`config.mk`:
```
export PLATFORM = sky130hd
export DESIGN_NAME = latlon_to_grid_locator_core
export DESIGN_NICKNAME = d
export VERILOG_FILES = /design/src/llgl_pkg.sv /design/src/llgl_front.sv /design/src/llgl_queue.sv /design/src/llgl_back.sv /design/src/latlon_to_grid_locator_core.sv
export SDC_FILE = /design/constraint.sdc
export NUM_CORES = 1
export LEC_CHECK = 0
export ABC_AREA = 1
export BUFFER_PORTS_ARGS = -buffer_cell sky130_fd_sc_hd__buf_4
export CAP_MARGIN = 10
export CORE_ASPECT_RATIO = 0.75
export CORE_MARGIN = 4
export CORE_UTILIZATION = 30
export CTS_CLUSTER_DIAMETER = 60
export DETAILED_ROUTE_END_ITERATION = 7
export GPL_ROUTABILITY_DRIVEN = 1
export PLACE_DENSITY_LB_ADDON = 0.05
export SETUP_SLACK_MARGIN = 0.4
export SYNTH_ARGS = -nofsm -noshare
export SYNTH_HDL_FRONTEND = slang
export SYNTH_SLANG_ARGS = --single-unit
```
`constraint.sdc`:
```
create_clock -name clk_i -period 13.27 [get_ports clk_i]
set_clock_uncertainty 0.05 [all_clocks]
set_input_delay 1.9905 -clock clk_i [delete_from_list [all_inputs] [get_ports clk_i]]
set_output_delay 1.9905 -clock clk_i [all_outputs]
set_load 0.03 [all_outputs]
```
`src/llgl_pkg.sv`:
```
// ----------------------------------------------------------------------------
// llgl_pkg: shared types and constants of the grid locator encoder
// Coordinate widths, cell sizes per character pair, queue entry type.
// ----------------------------------------------------------------------------
`default_nettype none

package llgl_pkg;

  // coordinate and index widths
  localparam int unsigned COORD_W  = 20;
  localparam int unsigned IDX_W    = 20;
  localparam int unsigned SUM_W    = IDX_W + 1;
  localparam int unsigned PAIRS_W  = 3;
  localparam int unsigned DIGIT_W  = 5;
  localparam int unsigned CHAR_W   = 7;

  // offset to a non-negative cell index and top of the span
  localparam logic [SUM_W-1:0] OFFSET_UNITS = SUM_W'(518400);
  localparam logic [SUM_W-1:0] SPAN_MAX     = SUM_W'(1036799);

  // pair count limits
  localparam logic [PAIRS_W-1:0] MIN_PAIRS     = PAIRS_W'(1);
  localparam logic [PAIRS_W-1:0] MAX_PAIRS     = PAIRS_W'(5);
  localparam logic [PAIRS_W-1:0] DEFAULT_PAIRS = PAIRS_W'(3);
  localparam int unsigned        NUM_PAIRS     = 5;

  // largest radix of any digit position
  localparam int unsigned RADIX_MAX = 24;

  // cell size in input units for each pair, coarse to fine
  localparam logic [SUM_W-1:0] CELL_UNITS [NUM_PAIRS] = '{
    SUM_W'(57600), SUM_W'(5760), SUM_W'(240), SUM_W'(24), SUM_W'(1)
  };

  // character bases
  localparam logic [CHAR_W-1:0] CHAR_LETTER = 7'h41;
  localparam logic [CHAR_W-1:0] CHAR_DIGIT  = 7'h30;

  // default depth of the queue between front and back
  localparam int unsigned DEF_QUEUE_DEPTH = 2;

  // one classified coordinate waiting for digit extraction
  typedef struct packed {
    logic [PAIRS_W-1:0] pairs;
    logic [IDX_W-1:0]   lat_idx;
    logic [IDX_W-1:0]   lon_idx;
  } llgl_item_t;

endpackage

`default_nettype wire

```
`src/llgl_front.sv`:
```
// ----------------------------------------------------------------------------
// llgl_front: input stage of the grid locator encoder
// Offsets and clamps both coordinates and fixes the pair count per item.
// ----------------------------------------------------------------------------
`default_nettype none

module llgl_front import llgl_pkg::*; (
  input  wire logic [COORD_W-1:0] lon_i,
  input  wire logic [COORD_W-1:0] lat_i,
  input  wire logic [PAIRS_W-1:0] pairs_i,
  output llgl_item_t              item_o
);

  // offset a two's complement coordinate and clamp it to the span
  function automatic logic [IDX_W-1:0] to_index(input logic [COORD_W-1:0] raw);
    logic [SUM_W-1:0] sum;
    sum = {raw[COORD_W-1], raw} + OFFSET_UNITS;
    if (sum[SUM_W-1]) begin
      to_index = '0;
    end else if (sum > SPAN_MAX) begin
      to_index = SPAN_MAX[IDX_W-1:0];
    end else begin
      to_index = sum[IDX_W-1:0];
    end
  endfunction

  // classify: clamp coordinates, replace a bad pair count by the default
  always_comb begin
    item_o.lon_idx = to_index(lon_i);
    item_o.lat_idx = to_index(lat_i);
    if (pairs_i < MIN_PAIRS || pairs_i > MAX_PAIRS) begin
      item_o.pairs = DEFAULT_PAIRS;
    end else begin
      item_o.pairs = pairs_i;
    end
  end

endmodule

`default_nettype wire

```
`src/llgl_queue.sv`:
```
// ----------------------------------------------------------------------------
// llgl_queue: short queue between front and back
// Holds classified items so that each side stalls on its own.
// ----------------------------------------------------------------------------
`default_nettype none

module llgl_queue import llgl_pkg::*; #(
  parameter int unsigned DEPTH = DEF_QUEUE_DEPTH
) (
  input  wire logic clk_i,
  input  wire logic rst_ni,
  input  wire logic push_i,
  input  wire llgl_item_t push_item_i,
  output logic       full_o,
  input  wire logic pop_i,
  output llgl_item_t head_o,
  output logic       empty_o
);

  localparam int unsigned PTR_W = (DEPTH > 1) ? $clog2(DEPTH) : 1;
  localparam int unsigned CNT_W = $clog2(DEPTH + 1);

  llgl_item_t       mem_q [DEPTH];
  logic [PTR_W-1:0] wptr_q, wptr_d;
  logic [PTR_W-1:0] rptr_q, rptr_d;
  logic [CNT_W-1:0] cnt_q, cnt_d;
  logic             do_push, do_pop;

  function automatic logic [PTR_W-1:0] next_ptr(input logic [PTR_W-1:0] ptr);
    if (ptr == PTR_W'(DEPTH - 1)) begin
      next_ptr = '0;
    end else begin
      next_ptr = ptr + PTR_W'(1);
    end
  endfunction

  assign full_o  = (cnt_q == CNT_W'(DEPTH));
  assign empty_o = (cnt_q == '0);
  assign do_push = push_i && !full_o;
  assign do_pop  = pop_i && !empty_o;
  assign head_o  = mem_q[rptr_q];

  // advance pointers and occupancy
  always_comb begin
    wptr_d = do_push ? next_ptr(wptr_q) : wptr_q;
    rptr_d = do_pop ? next_ptr(rptr_q) : rptr_q;
    cnt_d  = cnt_q;
    if (do_push && !do_pop) begin
      cnt_d = cnt_q + CNT_W'(1);
    end else if (do_pop && !do_push) begin
      cnt_d = cnt_q - CNT_W'(1);
    end
  end

  always_ff @(posedge clk_i or negedge rst_ni) begin
    if (!rst_ni) begin
      wptr_q <= '0;
      rptr_q <= '0;
      cnt_q  <= '0;
    end else begin
      wptr_q <= wptr_d;
      rptr_q <= rptr_d;
      cnt_q  <= cnt_d;
    end
  end

  // store entry
  always_ff @(posedge clk_i) begin
    if (do_push) begin
      mem_q[wptr_q] <= push_item_i;
    end
  end

endmodule

`default_nettype wire

```
`src/llgl_back.sv`:
```
// ----------------------------------------------------------------------------
// llgl_back: digit extraction sequencer of the grid locator encoder
// Extracts one digit pair per cycle from the queue head item while the output does not stall, and drives the output.
// ----------------------------------------------------------------------------
`default_nettype none

module llgl_back import llgl_pkg::*; (
  input  wire logic               clk_i,
  input  wire logic               rst_ni,
  input  wire llgl_item_t         head_i,
  input  wire logic               head_valid_i,
  output logic                    pop_o,
  output logic                    out_valid_o,
  input  wire logic               out_ready_i,
  output logic [CHAR_W-1:0]       lon_char_o,
  output logic [CHAR_W-1:0]       lat_char_o,
  output logic                    last_o
);

  logic               busy_q, busy_d;
  logic [PAIRS_W-1:0] idx_q, idx_d;
  logic [PAIRS_W-1:0] pairs_q, pairs_d;
  logic [IDX_W-1:0]   lon_rem_q, lon_rem_d;
  logic [IDX_W-1:0]   lat_rem_q, lat_rem_d;
  logic               out_valid_q, out_valid_d;
  logic [CHAR_W-1:0]  lon_char_q, lon_char_d;
  logic [CHAR_W-1:0]  lat_char_q, lat_char_d;
  logic               last_q, last_d;

  logic               advance, step, is_last;
  logic [PAIRS_W-1:0] cur_idx, cur_pairs;
  logic [IDX_W-1:0]   cur_lon, cur_lat;
  logic [DIGIT_W-1:0] lon_digit, lat_digit;
  logic [SUM_W-1:0]   lon_sub, lat_sub;
  logic [SUM_W-1:0]   mult;

  // select operands: queue head on a new item, held remainders otherwise
  always_comb begin
    cur_idx   = busy_q ? idx_q     : '0;
    cur_pairs = busy_q ? pairs_q   : head_i.pairs;
    cur_lon   = busy_q ? lon_rem_q : head_i.lon_idx;
    cur_lat   = busy_q ? lat_rem_q : head_i.lat_idx;
  end

  // digit: largest multiple of the cell size not above the remainder
  always_comb begin
    lon_digit = '0;
    lat_digit = '0;
    lon_sub   = '0;
    lat_sub   = '0;
    mult      = '0;
    for (int k = 1; k < RADIX_MAX; k++) begin
      mult = '0;
      for (int p = 0; p < NUM_PAIRS; p++) begin
        if (cur_idx == PAIRS_W'(p)) begin
          mult = SUM_W'(CELL_UNITS[p] * k);
        end
      end
      if ({1'b0, cur_lon} >= mult) begin
        lon_digit = DIGIT_W'(k);
        lon_sub   = mult;
      end
      if ({1'b0, cur_lat} >= mult) begin
        lat_digit = DIGIT_W'(k);
        lat_sub   = mult;
      end
    end
  end

  assign advance = !out_valid_q || out_ready_i;
  assign step    = advance && (busy_q || head_valid_i);
  assign is_last = ((cur_idx + PAIRS_W'(1)) == cur_pairs);
  assign pop_o   = step && !busy_q;

  // sequence pairs and load the output register
  always_comb begin
    busy_d      = busy_q;
    idx_d       = idx_q;
    pairs_d     = pairs_q;
    lon_rem_d   = lon_rem_q;
    lat_rem_d   = lat_rem_q;
    out_valid_d = out_valid_q;
    lon_char_d  = lon_char_q;
    lat_char_d  = lat_char_q;
    last_d      = last_q;
    if (step) begin
      busy_d      = !is_last;
      idx_d       = cur_idx + PAIRS_W'(1);
      pairs_d     = cur_pairs;
      lon_rem_d   = IDX_W'({1'b0, cur_lon} - lon_sub);
      lat_rem_d   = IDX_W'({1'b0, cur_lat} - lat_sub);
      out_valid_d = 1'b1;
      if (cur_idx[0]) begin
        lon_char_d = CHAR_DIGIT + CHAR_W'(lon_digit);
        lat_char_d = CHAR_DIGIT + CHAR_W'(lat_digit);
      end else begin
        lon_char_d = CHAR_LETTER + CHAR_W'(lon_digit);
        lat_char_d = CHAR_LETTER + CHAR_W'(lat_digit);
      end
      last_d = is_last;
    end else if (advance) begin
      out_valid_d = 1'b0;
    end
  end

  always_ff @(posedge clk_i or negedge rst_ni) begin
    if (!rst_ni) begin
      busy_q      <= 1'b0;
      idx_q       <= '0;
      out_valid_q <= 1'b0;
    end else begin
      busy_q      <= busy_d;
      idx_q       <= idx_d;
      out_valid_q <= out_valid_d;
    end
  end

  // hold remainders and output payload
  always_ff @(posedge clk_i) begin
    pairs_q    <= pairs_d;
    lon_rem_q  <= lon_rem_d;
    lat_rem_q  <= lat_rem_d;
    lon_char_q <= lon_char_d;
    lat_char_q <= lat_char_d;
    last_q     <= last_d;
  end

  assign out_valid_o = out_valid_q;
  assign lon_char_o  = lon_char_q;
  assign lat_char_o  = lat_char_q;
  assign last_o      = last_q;

endmodule

`default_nettype wire

```
`src/latlon_to_grid_locator_core.sv`:
```
// ----------------------------------------------------------------------------
// latlon_to_grid_locator_core: Maidenhead locator encoder, up to 10 characters
// Turns a fixed point longitude/latitude into one character pair per beat.
// ----------------------------------------------------------------------------
//  channel  direction  transaction contents
//  s_axis   in         longitude [19:0], latitude [39:20], both signed
//  m_axis   out        lon_char [6:0], lat_char [13:7]; tlast on final pair
//  cfg      in         locator_pairs [2:0], written when cfg_we_i is high
//
//  An item gives locator_pairs output beats (1 to 5; other values give 3),
//  one per cycle, formed by the digit sequencer in the back part. The first
//  beat of an item passes the queue storage and then the output register.
//  The input takes a new item each cycle until the queue of QUEUE_DEPTH
//  items is full; output stalls hold the sequencer.
//  Reset clears the queue, the sequencer and sets locator_pairs to 3.
// ----------------------------------------------------------------------------
`default_nettype none

module latlon_to_grid_locator_core import llgl_pkg::*; #(
  parameter int unsigned QUEUE_DEPTH = DEF_QUEUE_DEPTH
) (
  input  wire logic               clk_i,
  input  wire logic               rst_ni,
  input  wire logic               cfg_we_i,
  input  wire logic [PAIRS_W-1:0] cfg_wdata_i,
  input  wire logic               s_axis_tvalid,
  output logic                    s_axis_tready,
  input  wire logic [39:0]        s_axis_tdata,  // longitude [19:0], latitude [39:20]
  output logic                    m_axis_tvalid,
  input  wire logic               m_axis_tready,
  output logic [15:0]             m_axis_tdata,  // lon_char [6:0], lat_char [13:7], zero
  output logic                    m_axis_tlast
);

  logic [PAIRS_W-1:0] pairs_q;
  llgl_item_t         front_item;
  llgl_item_t         head_item;
  logic               q_full, q_empty, q_pop;
  logic [CHAR_W-1:0]  lon_char, lat_char;

  // configuration register
  always_ff @(posedge clk_i or negedge rst_ni) begin
    if (!rst_ni) begin
      pairs_q <= DEFAULT_PAIRS;
    end else if (cfg_we_i) begin
      pairs_q <= cfg_wdata_i;
    end
  end

  // classify incoming coordinates
  llgl_front u_front (
    .lon_i   (s_axis_tdata[COORD_W-1:0]),
    .lat_i   (s_axis_tdata[2*COORD_W-1:COORD_W]),
    .pairs_i (pairs_q),
    .item_o  (front_item)
  );

  // decouple front and back
  llgl_queue #(
    .DEPTH (QUEUE_DEPTH)
  ) u_queue (
    .clk_i       (clk_i),
    .rst_ni      (rst_ni),
    .push_i      (s_axis_tvalid),
    .push_item_i (front_item),
    .full_o      (q_full),
    .pop_i       (q_pop),
    .head_o      (head_item),
    .empty_o     (q_empty)
  );

  assign s_axis_tready = !q_full;

  // extract digits and drive the output
  llgl_back u_back (
    .clk_i        (clk_i),
    .rst_ni       (rst_ni),
    .head_i       (head_item),
    .head_valid_i (!q_empty),
    .pop_o        (q_pop),
    .out_valid_o  (m_axis_tvalid),
    .out_ready_i  (m_axis_tready),
    .lon_char_o   (lon_char),
    .lat_char_o   (lat_char),
    .last_o       (m_axis_tlast)
  );

  assign m_axis_tdata = {2'b00, lat_char, lon_char};

endmodule

`default_nettype wire
```
==> impl_metrics.env <==
export IMPL_worst_setup_hold_path_clk_slew_ps=80
export IMPL_synthCells=3680
export IMPL_core_area_mm2=0.0758
export IMPL_path_delay_family="simple AND/OR/NAND/NOR gates"
export IMPL_max_clock_path_buffers=2
export IMPL_wirelength_um=132000
export IMPL_synth_enable_flop_cells=144
export IMPL_final_min_period_over_clock_period_pct=83.8
export IMPL_chipHeight_um=248
export IMPL_fmaxAchievable_mhz=89.9
export IMPL_root_buffer="sky130_fd_sc_hd__clkbuf_16"
export IMPL_initial_core_util_pct=30.5
export IMPL_final_layout_size_suffix_gt1_share_pct=8.54
export IMPL_grt_pass1_vias=24688
export IMPL_grt_setup_unrepaired="false"
export IMPL_worst_endpoint_arrival_ps=11270
export IMPL_worstPathMaxFanout=17
export IMPL_cts_bufs_inserted=17
export IMPL_cell_count_after_placement=4714
export IMPL_insertion_delay_ps=440
export IMPL_drt_vias_per_instance=5.72
export IMPL_final_nets=3962
export IMPL_detailroute_via_count=27125
export IMPL_status="finished with violations"
export IMPL_postLayoutCellArea_mm2=0.0253
export IMPL_number_of_antenna_violations_at_the_first_check_in_global_routing=3
export IMPL_ys_seq_area_share_pct=20.0
export IMPL_die_width_um=328
export IMPL_global_routing_usage_summed_across_all_routing_layers_pct=31.4
export IMPL_cp_slowest_cell="sky130_fd_sc_hd__nor2_1"
export IMPL_first_pass_grt_wire_length_um=186000
export IMPL_placed_area_mm2=0.0247
export IMPL_routed_wire_length_per_instance_um=27.9
export IMPL_critPathLaunchType="register"
export IMPL_syn_to_final_growth_pct=9.70
export IMPL_asyncSetResetFlopFracSynth_pct=7.69
export IMPL_worst_pin_slew_ps=1060
export IMPL_finalCriticalPeriod_ps=11120
export IMPL_slew_limit_headroom_pct=28.6
export IMPL_globalplace_congestion=1.05
export IMPL_synthMostInstantiatedCell="sky130_fd_sc_hd__nand2_1"
export IMPL_end_kind="register"
export IMPL_remaining_routing_drc_violations=1
export IMPL_synth_top_cells_by_area="sky130_fd_sc_hd__edfxtp_1 19%, sky130_fd_sc_hd__nand2_1 15%, sky130_fd_sc_hd__ha_1 11%"
export IMPL_detail_route_iter0_violations=3726
export IMPL_final_number_of_max_transition_violations=0
export IMPL_max_cap_viols=0
export IMPL_place_port_buffers=64
export IMPL_fillCellCount=8546
export IMPL_crit_buf_inv=11
export IMPL_syn_avg_cell_area_um2=6.28
export IMPL_finalSetupTns_ps=0
export IMPL_synth_top_cell_area_share_pct=18.7
export IMPL_synth_area_leader_cell="sky130_fd_sc_hd__edfxtp_1"
export IMPL_timing_critical_path_required_ps=13420
export IMPL_cts_resized=0
export IMPL_antenna_cells=0
export IMPL_finalCoreUtilization_pct=33.4
export IMPL_htreeDepth=4
export IMPL_pin_count=67
export IMPL_tritoncts="done"
export IMPL_grt_start_max_net_pins=61
export IMPL_synth_warnings=0
export IMPL_placement_rows=87
export IMPL_holdCritPathClass="register to register"
export IMPL_finalSetupViolations=0
export IMPL_cts_num_sinks=156
export IMPL_synth_ff_latch_count=156
export IMPL_max_stage_delay_ps=890
export IMPL_synthFlopType="sky130_fd_sc_hd__edfxtp_1"
export IMPL_cts_hold_buf=0
export IMPL_violations="DRC"
export IMPL_drt_antenna_violating_nets=0
export IMPL_hold_violations=0
export IMPL_dieArea_mm2=0.0815
export IMPL_final_instance_count_without_filler_cells=4746
export IMPL_drtPass1Iterations=8
export IMPL_synth_cells_most_frequent="899 x sky130_fd_sc_hd__nand2_1, 435 x sky130_fd_sc_hd__inv_1, 433 x sky130_fd_sc_hd__a21oi_1"
export IMPL_netlist_area_before_placement_mm2=0.0231
export IMPL_synth_cell_type_count=76
export IMPL_criticalPathCategory="register to register"
export IMPL_globalRouteOverflowTotal=0
export IMPL_dp_hpwl_um=107000
export IMPL_post_cts_setup_driven_buffer_insertion_count=0
-- logic make-up (layout without fill, tap and decap cells) --
family          count (synthesis)  count (layout)  synth area share (%)
simple gates                 1712            1712                  32.1
compound gates                938             938                  23.7
buf+inv                       604             646                  10.6
fa+ha+maj                     204             204                  11.1
flops                         156             156                  20.0
xor+xnor                       65              65                  2.46
other cells                     1               2                0.0162
-- cells in the final DEF, fill, tap and decap left out, drive strengths merged, types with 49 or more instances in the layout --
master | synthesis | routed
nand2 | 920 | 920
buf | 47 | 118
nand4 | 89 | 89
ha | 202 | 202
nor3 | 71 | 71
nand3 | 179 | 179
nor2 | 371 | 371
inv | 489 | 497
a21oi | 441 | 441
xor2 | 49 | 49
o21ai | 292 | 292
edfxtp | 144 | 144
-- metrics by stage --
step	hold slack, ps	worst slack [ps]
floorplan	392	4290
global placement	423	2730
detailed placement	427	2680
CTS	443	2620
global route	455	1380
finish	446	2150
-- worst paths after layout --
check | endpoint | start | depth (start not counted) | slack, ps
worst max-delay path | u_back.lat_rem_q[19] | u_back.busy_q | 48 | 2150
worst min-delay path | u_back.idx_q[0] | u_back.idx_q[0] | 2 | 450
worst max register to register | u_back.lat_rem_q[19] | u_back.busy_q | 48 | 2150
worst min register to register | u_back.idx_q[0] | u_back.idx_q[0] | 2 | 450
max in group asynchronous | pairs_q[1] | rst_ni | 1 | 11580
min in group asynchronous | u_queue.cnt_q[1] | rst_ni | 1 | 1350
-- per-layer routing --
layer,up-vias,track usage (%),routed length (um)
met5,-,0,36
met4,6,4.54,1870
met3,116,11.7,17700
met2,1572,38.7,45800
met1,12790,50.5,66800
li1,12641,-,-
-- worst reg2reg max path, delay by kind of cell (launching register included) --
kind	cells	cell delay (ps)
compound gates	13	2690
xor+xnor	2	320
fa+ha+maj	4	1330
buf+inv	11	1850
flops	1	560
simple gates	18	4090
-- area by class of cell --
class	count	area, um2	area share [%]
inverters	496	1870	7.39
flip-flops and latches	156	4630	18.3
clock inverters	14	175	0.691
multi-input cells	2921	16100	63.4
repair buffers	118	886	3.50
well taps	1023	1280	5.05
clock buffers	18	429	1.69
-- flip-flops by register name (all words and copies together), names as in the netlist, 2 cells and up --
name               count
u_back.lat_rem_q      20
u_back.lon_rem_q      20
u_back.lon_char_o      7
u_queue.mem_q         86
u_queue.cnt_q          2
pairs_q                3
u_back.pairs_q         3
u_back.lat_char_o      7
u_back.idx_q           3
Power is not shown: default switching activity piles up to over one toggle a cycle in this logic, so the estimate is an artifact.
